===== config.mk =====
export PLATFORM = sky130hd
export DESIGN_NAME = base57_block_decoder
export DESIGN_NICKNAME = d
export VERILOG_FILES = /design/src/rtl/b57_pkg.sv /design/src/rtl/b57_cmd_fifo.sv /design/src/rtl/b57_front.sv /design/src/rtl/b57_back.sv /design/src/rtl/base57_block_decoder.sv
export SDC_FILE = /design/constraint.sdc
export NUM_CORES = 2
export LEC_CHECK = 0
export BUFFER_PORTS_ARGS = -buffer_cell sky130_fd_sc_hd__buf_4
export CORE_MARGIN = 2
export CORE_UTILIZATION = 35
export CTS_BUF_LIST = sky130_fd_sc_hd__clkbuf_8
export CTS_CLUSTER_DIAMETER = 30
export CTS_CLUSTER_SIZE = 24
export DETAILED_ROUTE_END_ITERATION = 10
export SLEW_MARGIN = 5
export SYNTH_ARGS = -nofsm -noshare
export SYNTH_HDL_FRONTEND = slang
export SYNTH_HIERARCHICAL = 1
export SYNTH_SLANG_ARGS = --single-unit

===== constraint.sdc =====
create_clock -name clk -period 8.16 [get_ports clk]
set_input_delay 0.816 -clock clk [delete_from_list [all_inputs] [get_ports clk]]
set_output_delay 0.816 -clock clk [all_outputs]
set_load 0.02 [all_outputs]

===== src/rtl/b57_pkg.sv =====
// Shared types and constants of the base57 block decoder.
// Holds the command format passed from the front part to the back part.
// No dependencies.
package b57_pkg;

	// Number base and the digit used to pad a partial block.
	localparam int unsigned BASE = 57;
	localparam logic [5:0] PAD_DIGIT = 6'd56;

	// Width of the reported error position.
	localparam int unsigned POS_OUT_W = 32;

	// Result item kinds.
	localparam logic [1:0] KIND_DATA = 2'd0;
	localparam logic [1:0] KIND_OK   = 2'd1;
	localparam logic [1:0] KIND_ERR  = 2'd2;

	// Commands from the front part to the back part.
	typedef enum logic [1:0] {
		OP_ERROR     = 2'd0,
		OP_BLOCK     = 2'd1,
		OP_BLOCK_END = 2'd2,
		OP_FINISH    = 2'd3
	} cmd_op_t;

	// One queued command: a full block, a flush request or an error.
	typedef struct packed {
		cmd_op_t               op;
		logic [63:0]           value;
		logic [3:0]            count;
		logic [POS_OUT_W-1:0]  pos;
	} cmd_t;

	// Multiply by 57 and add a digit, modulo 2^64 (57 = 64 - 8 + 1).
	function automatic logic [63:0] mul57_add(input logic [63:0] a, input logic [5:0] d);
		return (a << 6) - (a << 3) + a + {58'd0, d};
	endfunction

endpackage


===== src/rtl/b57_cmd_fifo.sv =====
// Small command queue between the front and back parts of the decoder.
// Register storage, one write and one read port. No dependencies.
module b57_cmd_fifo #(
	parameter int WIDTH = 8,
	parameter int DEPTH = 4
) (
	input  logic             clk,
	input  logic             arst_n,
	input  logic             push,
	input  logic [WIDTH-1:0] push_data,
	output logic             full,
	input  logic             pop,
	output logic [WIDTH-1:0] pop_data,
	output logic             empty
);

	localparam int PTR_W = (DEPTH > 1) ? $clog2(DEPTH) : 1;
	localparam int CNT_W = $clog2(DEPTH + 1);

	logic [WIDTH-1:0] mem_q [DEPTH];
	logic [PTR_W-1:0] wr_ptr_q;
	logic [PTR_W-1:0] rd_ptr_q;
	logic [CNT_W-1:0] cnt_q;

	assign full     = (cnt_q == CNT_W'(DEPTH));
	assign empty    = (cnt_q == '0);
	assign pop_data = mem_q[rd_ptr_q];

	// Entry storage.
	always_ff @(posedge clk) begin
		if (push) begin
			mem_q[wr_ptr_q] <= push_data;
		end
	end

	// Pointers and fill count.
	always_ff @(posedge clk or negedge arst_n) begin
		if (!arst_n) begin
			wr_ptr_q <= '0;
			rd_ptr_q <= '0;
			cnt_q    <= '0;
		end else begin
			if (push) begin
				wr_ptr_q <= (wr_ptr_q == PTR_W'(DEPTH - 1)) ? '0 : wr_ptr_q + 1'b1;
			end
			if (pop) begin
				rd_ptr_q <= (rd_ptr_q == PTR_W'(DEPTH - 1)) ? '0 : rd_ptr_q + 1'b1;
			end
			cnt_q <= cnt_q + CNT_W'(push) - CNT_W'(pop);
		end
	end

endmodule


===== src/rtl/b57_front.sv =====
// Front part of the base57 decoder: takes one character per cycle unless the
// queue is full, classifies it, accumulates digits, queues commands. Uses b57_pkg.
module b57_front #(
	parameter int POSITION_WIDTH = 32
) (
	input  logic           clk,
	input  logic           arst_n,
	input  logic           cfg_we,
	input  logic           cfg_index,
	input  logic           cfg_data,
	input  logic           s_axis_tvalid,
	output logic           s_axis_tready,
	input  logic [7:0]     s_axis_tdata,
	input  logic           s_axis_tlast,
	input  logic           queue_full,
	output logic           push,
	output b57_pkg::cmd_t  push_cmd
);

	import b57_pkg::*;

	localparam logic [63:0] LIMIT_BEFORE_LAST = 64'h047dc11f7047dc11;
	localparam int EXT_W = (POSITION_WIDTH > POS_OUT_W) ? POSITION_WIDTH : POS_OUT_W;

	localparam logic CFG_SKIP_SPACE = 1'b0;
	localparam logic CFG_NUL_ENDS   = 1'b1;

	typedef enum logic [1:0] {
		CH_DIGIT = 2'd0,
		CH_SPACE = 2'd1,
		CH_NUL   = 2'd2,
		CH_BAD   = 2'd3
	} char_class_t;

	typedef struct packed {
		char_class_t cls;
		logic [5:0]  digit;
	} char_info_t;

	// Map a character to its class and, for alphabet members, its digit value.
	function automatic char_info_t classify(input logic [7:0] c);
		char_info_t r;
		r.cls   = CH_DIGIT;
		r.digit = '0;
		if (c == 8'd0) begin
			r.cls = CH_NUL;
		end else if (c inside {[8'd9:8'd13], 8'd32}) begin
			r.cls = CH_SPACE;
		end else if (c inside {[8'h41:8'h48]}) begin
			r.digit = 6'(c - 8'h41);
		end else if (c inside {[8'h4a:8'h4e]}) begin
			r.digit = 6'(c - 8'h4a + 8'd8);
		end else if (c inside {[8'h50:8'h5a]}) begin
			r.digit = 6'(c - 8'h50 + 8'd13);
		end else if (c inside {[8'h61:8'h6b]}) begin
			r.digit = 6'(c - 8'h61 + 8'd24);
		end else if (c inside {[8'h6d:8'h7a]}) begin
			r.digit = 6'(c - 8'h6d + 8'd35);
		end else if (c inside {[8'h32:8'h39]}) begin
			r.digit = 6'(c - 8'h32 + 8'd49);
		end else begin
			r.cls = CH_BAD;
		end
		return r;
	endfunction

	// Low bits of a character position, zero-extended when the counter is narrower.
	function automatic logic [POS_OUT_W-1:0] to_out_pos(input logic [POSITION_WIDTH-1:0] p);
		logic [EXT_W-1:0] e;
		e = EXT_W'(p);
		return e[POS_OUT_W-1:0];
	endfunction

	logic                      skip_space_q;
	logic                      nul_ends_q;
	logic [63:0]               acc_q;
	logic [3:0]                cnt_q;
	logic [POSITION_WIDTH-1:0] pos_q;
	logic [POSITION_WIDTH-1:0] hpos_q;
	logic                      drop_q;

	logic                      accept;
	logic [POSITION_WIDTH-1:0] pos_next;
	char_info_t                info;
	logic [63:0]               prod;
	logic [63:0]               acc_digit;
	logic [64:0]               sum_ext;
	logic [63:0]               nxt_acc;
	logic [3:0]                nxt_cnt;
	logic [POSITION_WIDTH-1:0] nxt_hpos;
	logic                      nxt_drop;

	assign s_axis_tready = !queue_full;
	assign accept        = s_axis_tvalid && s_axis_tready;
	assign pos_next      = pos_q + 1'b1;
	assign info          = classify(s_axis_tdata);
	assign prod          = mul57_add(acc_q, 6'd0);
	assign acc_digit     = prod + {58'd0, info.digit};
	assign sum_ext       = {1'b0, prod} + {59'd0, info.digit};

	// Decide what this character does and which command, if any, it queues.
	always_comb begin
		nxt_acc  = acc_q;
		nxt_cnt  = cnt_q;
		nxt_hpos = hpos_q;
		nxt_drop = drop_q;
		push     = 1'b0;
		push_cmd = '0;
		if (accept && !drop_q) begin
			case (info.cls)
				CH_SPACE: begin
					if (!skip_space_q) begin
						push         = 1'b1;
						push_cmd.op  = OP_ERROR;
						push_cmd.pos = to_out_pos(pos_next);
						nxt_drop     = 1'b1;
					end else if (s_axis_tlast) begin
						push           = 1'b1;
						push_cmd.op    = OP_FINISH;
						push_cmd.value = acc_q;
						push_cmd.count = cnt_q;
						push_cmd.pos   = to_out_pos(hpos_q);
					end
				end
				CH_NUL: begin
					push     = 1'b1;
					nxt_drop = 1'b1;
					if (nul_ends_q) begin
						push_cmd.op    = OP_FINISH;
						push_cmd.value = acc_q;
						push_cmd.count = cnt_q;
						push_cmd.pos   = to_out_pos(hpos_q);
					end else begin
						push_cmd.op  = OP_ERROR;
						push_cmd.pos = to_out_pos(pos_next);
					end
				end
				CH_DIGIT: begin
					if (cnt_q < 4'd10) begin
						// One of the first ten digits of a block.
						nxt_hpos = pos_next;
						nxt_acc  = acc_digit;
						nxt_cnt  = cnt_q + 4'd1;
						if (s_axis_tlast) begin
							push           = 1'b1;
							push_cmd.op    = OP_FINISH;
							push_cmd.value = acc_digit;
							push_cmd.count = cnt_q + 4'd1;
							push_cmd.pos   = to_out_pos(pos_next);
						end
					end else if (acc_q > LIMIT_BEFORE_LAST) begin
						push         = 1'b1;
						push_cmd.op  = OP_ERROR;
						push_cmd.pos = to_out_pos(hpos_q);
						nxt_drop     = 1'b1;
					end else if (sum_ext[64]) begin
						push         = 1'b1;
						push_cmd.op  = OP_ERROR;
						push_cmd.pos = to_out_pos(pos_next);
						nxt_drop     = 1'b1;
					end else begin
						// Eleventh digit completes a full block of eight bytes.
						push           = 1'b1;
						push_cmd.op    = s_axis_tlast ? OP_BLOCK_END : OP_BLOCK;
						push_cmd.value = sum_ext[63:0];
						nxt_acc        = '0;
						nxt_cnt        = '0;
					end
				end
				default: begin
					push         = 1'b1;
					push_cmd.op  = OP_ERROR;
					push_cmd.pos = to_out_pos(pos_next);
					nxt_drop     = 1'b1;
				end
			endcase
		end
	end

	// Configuration registers and message state.
	always_ff @(posedge clk or negedge arst_n) begin
		if (!arst_n) begin
			skip_space_q <= 1'b1;
			nul_ends_q   <= 1'b0;
			acc_q        <= '0;
			cnt_q        <= '0;
			pos_q        <= '0;
			hpos_q       <= '0;
			drop_q       <= 1'b0;
		end else begin
			if (cfg_we) begin
				case (cfg_index)
					CFG_SKIP_SPACE: skip_space_q <= cfg_data;
					CFG_NUL_ENDS:   nul_ends_q   <= cfg_data;
					default:        ;
				endcase
			end
			if (accept) begin
				if (s_axis_tlast) begin
					acc_q  <= '0;
					cnt_q  <= '0;
					pos_q  <= '0;
					hpos_q <= '0;
					drop_q <= 1'b0;
				end else begin
					acc_q  <= nxt_acc;
					cnt_q  <= nxt_cnt;
					pos_q  <= pos_next;
					hpos_q <= nxt_hpos;
					drop_q <= nxt_drop;
				end
			end
		end
	end

endmodule


===== src/rtl/b57_back.sv =====
// Back part of the base57 decoder: carries out queued commands, emits bytes,
// flushes and checks a partial block. Uses b57_pkg.
module b57_back (
	input  logic                      clk,
	input  logic                      arst_n,
	input  logic                      queue_empty,
	input  b57_pkg::cmd_t             pop_cmd,
	output logic                      pop,
	output logic                      m_axis_tvalid,
	input  logic                      m_axis_tready,
	output logic [39:0]               m_axis_tdata,
	output logic [1:0]                m_axis_tuser,
	output logic                      m_axis_tlast
);

	import b57_pkg::*;

	typedef enum logic [5:0] {
		ST_IDLE  = 6'b000001,
		ST_PAD   = 6'b000010,
		ST_CHECK = 6'b000100,
		ST_TAIL  = 6'b001000,
		ST_BYTES = 6'b010000,
		ST_EMIT  = 6'b100000
	} state_t;

	// Bytes carried by a partial block of the given digit count; zero if illegal.
	function automatic logic [2:0] len_bytes(input logic [3:0] count);
		logic [2:0] r;
		case (count)
			4'd2:    r = 3'd1;
			4'd3:    r = 3'd2;
			4'd5:    r = 3'd3;
			4'd6:    r = 3'd4;
			4'd7:    r = 3'd5;
			4'd9:    r = 3'd6;
			4'd10:   r = 3'd7;
			default: r = 3'd0;
		endcase
		return r;
	endfunction

	// Largest legal padded ten-digit value for a partial block of this byte length.
	function automatic logic [63:0] part_max(input logic [2:0] dlen);
		logic [63:0] r;
		case (dlen)
			3'd1:    r = 64'h047944da05d3ad0c;
			3'd2:    r = 64'h047dbddd16ed96b0;
			3'd3:    r = 64'h047dc11aff23a734;
			3'd4:    r = 64'h047dc11f6c4df39d;
			3'd5:    r = 64'h047dc11f70446bdc;
			3'd6:    r = 64'h047dc11f7047d7ca;
			3'd7:    r = 64'h047dc11f7047dc0d;
			default: r = 64'd0;
		endcase
		return r;
	endfunction

	// Largest part below the kept bytes that still leaves the last real digit
	// intact: 57^k - 1 for the k pad digits of a block of this byte length.
	function automatic logic [63:0] tail_max(input logic [2:0] dlen);
		logic [63:0] r;
		case (dlen)
			3'd1:    r = 64'd6351461955384056;
			3'd2:    r = 64'd111429157112000;
			3'd3:    r = 64'd34296447248;
			3'd4:    r = 64'd601692056;
			3'd5:    r = 64'd10556000;
			3'd6:    r = 64'd3248;
			3'd7:    r = 64'd56;
			default: r = 64'd0;
		endcase
		return r;
	endfunction

	state_t               state_q;
	logic [63:0]          acc_q;
	logic [POS_OUT_W-1:0] pos_q;
	logic [2:0]           dlen_q;
	logic [3:0]           pad_q;
	logic [3:0]           nbytes_q;
	logic                 succ_q;
	logic [1:0]           emit_kind_q;

	logic                 out_valid_q;
	logic [7:0]           out_byte_q;
	logic [1:0]           out_kind_q;
	logic [POS_OUT_W-1:0] out_pos_q;
	logic                 out_last_q;

	logic [63:0]          pad_acc;
	logic [2:0]           cmd_dlen;
	logic [63:0]          tail_bits;
	logic                 item_valid;
	logic [7:0]           item_byte;
	logic [1:0]           item_kind;
	logic [POS_OUT_W-1:0] item_pos;
	logic                 item_last;
	logic                 out_load;

	assign pop       = (state_q == ST_IDLE) && !queue_empty;
	assign pad_acc   = mul57_add(acc_q, PAD_DIGIT);
	assign cmd_dlen  = len_bytes(pop_cmd.count);
	assign tail_bits = acc_q & (64'hffff_ffff_ffff_ffff >> {dlen_q, 3'b000});

	// Result item offered to the output register.
	always_comb begin
		item_valid = (state_q == ST_BYTES) || (state_q == ST_EMIT);
		item_byte  = (state_q == ST_BYTES) ? acc_q[63:56] : 8'd0;
		item_kind  = (state_q == ST_BYTES) ? KIND_DATA : emit_kind_q;
		item_pos   = ((state_q == ST_EMIT) && (emit_kind_q == KIND_ERR)) ? pos_q : '0;
		item_last  = (state_q == ST_EMIT) || ((nbytes_q == 4'd1) && !succ_q);
	end

	assign out_load = item_valid && (!out_valid_q || m_axis_tready);

	// Command sequencer.
	always_ff @(posedge clk or negedge arst_n) begin
		if (!arst_n) begin
			state_q     <= ST_IDLE;
			acc_q       <= '0;
			pos_q       <= '0;
			dlen_q      <= '0;
			pad_q       <= '0;
			nbytes_q    <= '0;
			succ_q      <= 1'b0;
			emit_kind_q <= KIND_OK;
		end else begin
			case (state_q)
				ST_IDLE: begin
					if (pop) begin
						case (pop_cmd.op)
							OP_ERROR: begin
								emit_kind_q <= KIND_ERR;
								pos_q       <= pop_cmd.pos;
								state_q     <= ST_EMIT;
							end
							OP_BLOCK, OP_BLOCK_END: begin
								acc_q    <= pop_cmd.value;
								nbytes_q <= 4'd8;
								succ_q   <= (pop_cmd.op == OP_BLOCK_END);
								state_q  <= ST_BYTES;
							end
							OP_FINISH: begin
								pos_q <= pop_cmd.pos;
								if (pop_cmd.count == 4'd0) begin
									emit_kind_q <= KIND_OK;
									state_q     <= ST_EMIT;
								end else if (cmd_dlen == 3'd0) begin
									emit_kind_q <= KIND_ERR;
									state_q     <= ST_EMIT;
								end else begin
									acc_q   <= pop_cmd.value;
									dlen_q  <= cmd_dlen;
									pad_q   <= 4'd10 - pop_cmd.count;
									state_q <= ST_PAD;
								end
							end
							default: state_q <= ST_IDLE;
						endcase
					end
				end
				// Pad the partial block to ten digits with the top digit.
				ST_PAD: begin
					if (pad_q == 4'd0) begin
						state_q <= ST_CHECK;
					end else begin
						acc_q <= pad_acc;
						pad_q <= pad_q - 4'd1;
					end
				end
				// Range check, then append the eleventh pad digit.
				ST_CHECK: begin
					if (acc_q > part_max(dlen_q)) begin
						emit_kind_q <= KIND_ERR;
						state_q     <= ST_EMIT;
					end else begin
						acc_q   <= pad_acc;
						state_q <= ST_TAIL;
					end
				end
				// Dropping the bits below the kept bytes must not change the last
				// real digit; it holds exactly when those bits stay below 57^k.
				ST_TAIL: begin
					if (tail_bits > tail_max(dlen_q)) begin
						emit_kind_q <= KIND_ERR;
						state_q     <= ST_EMIT;
					end else begin
						nbytes_q <= {1'b0, dlen_q};
						succ_q   <= 1'b1;
						state_q  <= ST_BYTES;
					end
				end
				// Emit bytes from the top of the value, most significant first.
				ST_BYTES: begin
					if (out_load) begin
						acc_q    <= {acc_q[55:0], 8'd0};
						nbytes_q <= nbytes_q - 4'd1;
						if (nbytes_q == 4'd1) begin
							if (succ_q) begin
								emit_kind_q <= KIND_OK;
								state_q     <= ST_EMIT;
							end else begin
								state_q <= ST_IDLE;
							end
						end
					end
				end
				ST_EMIT: begin
					if (out_load) begin
						state_q <= ST_IDLE;
					end
				end
				default: state_q <= ST_IDLE;
			endcase
		end
	end

	// Output register.
	always_ff @(posedge clk or negedge arst_n) begin
		if (!arst_n) begin
			out_valid_q <= 1'b0;
			out_byte_q  <= '0;
			out_kind_q  <= KIND_DATA;
			out_pos_q   <= '0;
			out_last_q  <= 1'b0;
		end else if (out_load) begin
			out_valid_q <= 1'b1;
			out_byte_q  <= item_byte;
			out_kind_q  <= item_kind;
			out_pos_q   <= item_pos;
			out_last_q  <= item_last;
		end else if (m_axis_tready) begin
			out_valid_q <= 1'b0;
		end
	end

	assign m_axis_tvalid = out_valid_q;
	assign m_axis_tdata  = {out_pos_q, out_byte_q};
	assign m_axis_tuser  = out_kind_q;
	assign m_axis_tlast  = out_last_q;

endmodule


===== src/rtl/base57_block_decoder.sv =====
// Top level of the base57 block decoder.
// Instantiates b57_front, b57_cmd_fifo and b57_back; uses b57_pkg.
//
// Decodes base57 text (one character per input item, tlast on the final
// character) into byte items. The front part takes one character per cycle
// as long as the command queue has room: each digit is folded into a 64-bit
// accumulator by one multiply-by-57-add. Each full block of eleven digits
// becomes eight data items, sent one per cycle by the back part while the
// output accepts them, so steady text flows at one character per cycle. At
// the end of a message a partial block of n digits is flushed by the back
// part (padding one digit per cycle, range check, check of the final digit)
// before its bytes and the success item leave; during that time the front
// keeps accepting until the queue fills. An error yields one error item
// carrying the 1-based character position, and the rest of the message is
// dropped. Output tuser is the item kind: data, success or error.
// Configuration: register 0 skip_space, register 1 nul_ends.
module base57_block_decoder #(
	parameter int POSITION_WIDTH = 32,
	parameter int QUEUE_DEPTH    = 4
) (
	input  logic        clk,
	input  logic        arst_n,
	// Configuration write port.
	input  logic        cfg_we,
	input  logic        cfg_index,
	input  logic        cfg_data,
	// Input characters.
	input  logic        s_axis_tvalid,
	output logic        s_axis_tready,
	input  logic [7:0]  s_axis_tdata,   // [7:0] char_code
	input  logic        s_axis_tlast,   // final_char
	// Result items.
	output logic        m_axis_tvalid,
	input  logic        m_axis_tready,
	output logic [39:0] m_axis_tdata,   // [7:0] out_byte, [39:8] error_pos
	output logic [1:0]  m_axis_tuser,   // [1:0] kind
	output logic        m_axis_tlast    // end_of_run
);

	import b57_pkg::*;

	cmd_t push_cmd;
	cmd_t pop_cmd;
	logic push;
	logic pop;
	logic queue_full;
	logic queue_empty;

	// Character intake and digit accumulation.
	b57_front #(
		.POSITION_WIDTH(POSITION_WIDTH)
	) u_front (
		.clk           (clk),
		.arst_n        (arst_n),
		.cfg_we        (cfg_we),
		.cfg_index     (cfg_index),
		.cfg_data      (cfg_data),
		.s_axis_tvalid (s_axis_tvalid),
		.s_axis_tready (s_axis_tready),
		.s_axis_tdata  (s_axis_tdata),
		.s_axis_tlast  (s_axis_tlast),
		.queue_full    (queue_full),
		.push          (push),
		.push_cmd      (push_cmd)
	);

	// Command queue between the two parts.
	b57_cmd_fifo #(
		.WIDTH($bits(cmd_t)),
		.DEPTH(QUEUE_DEPTH)
	) u_queue (
		.clk       (clk),
		.arst_n    (arst_n),
		.push      (push),
		.push_data (push_cmd),
		.full      (queue_full),
		.pop       (pop),
		.pop_data  (pop_cmd),
		.empty     (queue_empty)
	);

	// Byte emission and partial block flush.
	b57_back u_back (
		.clk           (clk),
		.arst_n        (arst_n),
		.queue_empty   (queue_empty),
		.pop_cmd       (pop_cmd),
		.pop           (pop),
		.m_axis_tvalid (m_axis_tvalid),
		.m_axis_tready (m_axis_tready),
		.m_axis_tdata  (m_axis_tdata),
		.m_axis_tuser  (m_axis_tuser),
		.m_axis_tlast  (m_axis_tlast)
	);

endmodule


==> flow_summary.ini <==
[status]
status = finished, final reports clean

[critical_path]
critPathRequiredTime_ns = 8.70
crit_arrival_ns = 7.46
critPathMaxFanout = 22
worst_setup_path_start_kind = flip-flop
crit_path_end_kind = flip-flop
rr_worst_depth = 17
worstSetupPathType = flip-flop to flip-flop

[clock_tree]
clkTransAtPathRegs_ns = 0.07
htree_levels = 3
clk_path_buf_depth = 3
clk_latency_ns = 0.80
clock-sinks = 710
cts_tree = done
numCtsBuffers = 116
cts_root_buffer = clkbuf_8

[cells_and_area]
final_common_cell = inv_1
drive_gt1_frac = 0.1239
layout_common_cells = 455 x inv_1, 408 x edfxtp_1, 367 x nand2_1, 297 x dfrtp_1, 280 x a21oi_1
nNetsFinal = 5028
area_growth_syn_to_layout_pct = 10.02
fin_util = 0.3889

[synth]
synth_edf_count = 408
netlist-cell-type-count = 118
synthAdderAreaFrac = 0.1171
synth_top_family_by_area = compound AO/OA/AOI/OAI gates
synth_mux_area_frac = 0.06499
synth_compound_area_frac = 0.1749
synth.avg_cell_area_sq_um = 10.33
synth_seq_cells = 710
synthSimpleGateAreaFrac = 0.1351
syn_inst = 4643
synth_xor_area_frac = 0.03469
ys_warn_count = 6
ys_seq_area_frac = 0.4133
syn_area_sq_mm = 0.04794
synthFlopType = edfxtp_1
synth-async-reset-ratio = 0.4254
syn-num-nets = 5038

[global_routing]
grt_pass1_wl_um = 213800
grtUsageTotal = 0.1921
overflow = 0
busiest_layer = met2
use_met2 = 0.2957
grt_use_met1 = 0.2791
grt_antenna_before_repair = 3
met3_usage = 0.02721
grt_pass1_vias = 35880
grt_max_degree = 140

[sta]
slew_violations = 0
worst_pin_slew_ns = 1.057
relSlewSlack = 0.2954
setup_viol = 0
setup_tns_ns = 0
rsz0062_at_grt = no
fin_crit_sh = 0.8470
finalCriticalPeriod_ns = 6.912
finalClockSkew_ns = 0.05755
final.setup.worst_slack_ns = 1.248
fmax_mhz = 144.7
final_hold_viol_count = 0

[routing]
wirelength_um = 137000
routed_via_density = 5.606
firstDrtPassIters = 6
drt-initial-drc-count = 3198
wl_per_cell_um = 21.03
vias = 36540
final_antenna_net_count = 0
drc = 0

[floorplanning]
core_sq_mm = 0.1356
io-pin-count = 61
dieArea_sq_mm = 0.1400
die_w_um = 374.1
die_h_um = 374.1
num_rows = 135
start_util = 0.3535

[hold_path]
min_path_type = primary input to flip-flop
hold_depth = 2

[placement]
place_ws_ns = 0.8467
dp_hpwl_um = 101000
gp_congestion = 0.9296
io_buffers = 60

[flow_run]
cap_violations = 0
## worst max-delay path: stages (launching register included)
cell and delay (ns):
dfrtp_1 0.51, inv_1 0.24, fa_1 0.58, inv_1 0.04, ha_1 0.45, nand4_1 0.19
a21oi_2 0.31, o211ai_1 0.28, a2111oi_0 0.94, o2111ai_1 0.32, o211ai_1 0.20, xor2_1 0.39
nand4_1 0.34, nor4_2 0.84, and2_1 0.28, a21oi_1 0.08, buf_4 0.23, o21ai_0 0.41
## worst paths after layout
path | from | to | slack (ns)
setup / recovery | u_front/acc_q[1]$_DFFE_PN0P_ | u_queue/mem_q[1][2]$_DFFE_PP_ | 1.25
hold / removal | cfg_data | u_front/skip_space_q$_DFFE_PN1P_ | 0.27
setup reg to reg | u_front/acc_q[1]$_DFFE_PN0P_ | u_queue/mem_q[1][2]$_DFFE_PP_ | 1.25
hold reg to reg | u_front/hpos_q[23]$_DFFE_PN0P_ | u_front/hpos_q[23]$_DFFE_PN0P_ | 0.48
max in group asynchronous | arst_n | u_front/acc_q[48]$_DFFE_PN0P_ | 5.76
min in group asynchronous | arst_n | u_back/out_pos_q[30]$_DFFE_PN0P_ | 0.54
## cell families after synthesis
logic type,after synthesis
DFF,710
xor gates and xnor gates,189
muxes,178
and+or+nand+nor,1290
buffers and inverters,679
AOI/OAI and AO/OA,1218
adders and majority gates,379
## metal layers
metal	part of all wire	routed length [um]
met3	0.062	8489
met1	0.47	64000
met5	0.00020	27
met2	0.45	61030
met4	0.026	3495
## flip-flops by register name, summed over array words and instances, names as in the netlist, 3 cells and up
register and cells:
u_back/dlen_q 3, u_back/pos_q 32, u_front/cnt_q 4, u_back/nbytes_q 4, u_front/hpos_q 32, u_back/pad_q 4, u_front/pos_q 32, u_back/state_q 6
u_back/out_byte_q 8, u_back/out_pos_q 32, u_front/acc_q 64, u_queue/cnt_q 3, u_queue/mem_q 408, u_back/acc_q 64
## repair_timing
item                       in CTS  in global routing
hold buffers                    1                  0
hold endpoints to repair       51                  0
resized for setup               0                  0
setup endpoints to repair       0                  0
setup buffers                   0                  0
## per-stage QoR
step	std cells	hold slack, ns	cell area (sq um)
4_1_cts	6517	0.1973	52740
6_report	6518	0.2713	52750
5_1_grt	6518	0.2349	52750
2_1_floorplan	4643	0.4481	47940
3_5_place_dp	6295	0.4656	49930
3_3_place_gp	6295	0.4588	49930
## Yosys cell counts, types with 37 or more instances
master	number	area share
dfrtp_1	299	0.16
o21ai_0	259	0.027
inv_1	442	0.035
clkbuf_1	150	0.012
nand3_1	97	0.010
a22oi_1	37	0.0058
a21o_1	77	0.012
edfxtp_1	408	0.26
xnor2_1	102	0.019
o31ai_1	62	0.0097
nand4_1	101	0.013
a21oi_1	281	0.029
fa_1	116	0.048
xor2_1	86	0.016
buf_2	43	0.0045
nand2b_1	37	0.0048
mux4_2	102	0.048
nor2_1	277	0.022
nor3_1	102	0.011
a22o_1	64	0.012
nand2_1	370	0.029
and2_1	63	0.0082
ha_1	263	0.069
mux2_2	45	0.011
## layout make-up
class | count | area (sq um)
tap | 1781 | 2228
fill | 13210 | 82890
inverter | 447 | 1678
multi-input combinational | 3254 | 25330
sequential | 710 | 19820
timing repair buffer | 104 | 878.3
clock inverter | 105 | 1212
clock buffer | 116 | 1597
antenna | 1 | 2.502
Power is not shown: default switching activity piles up to over one toggle a cycle in this logic, so the estimate is an artifact.
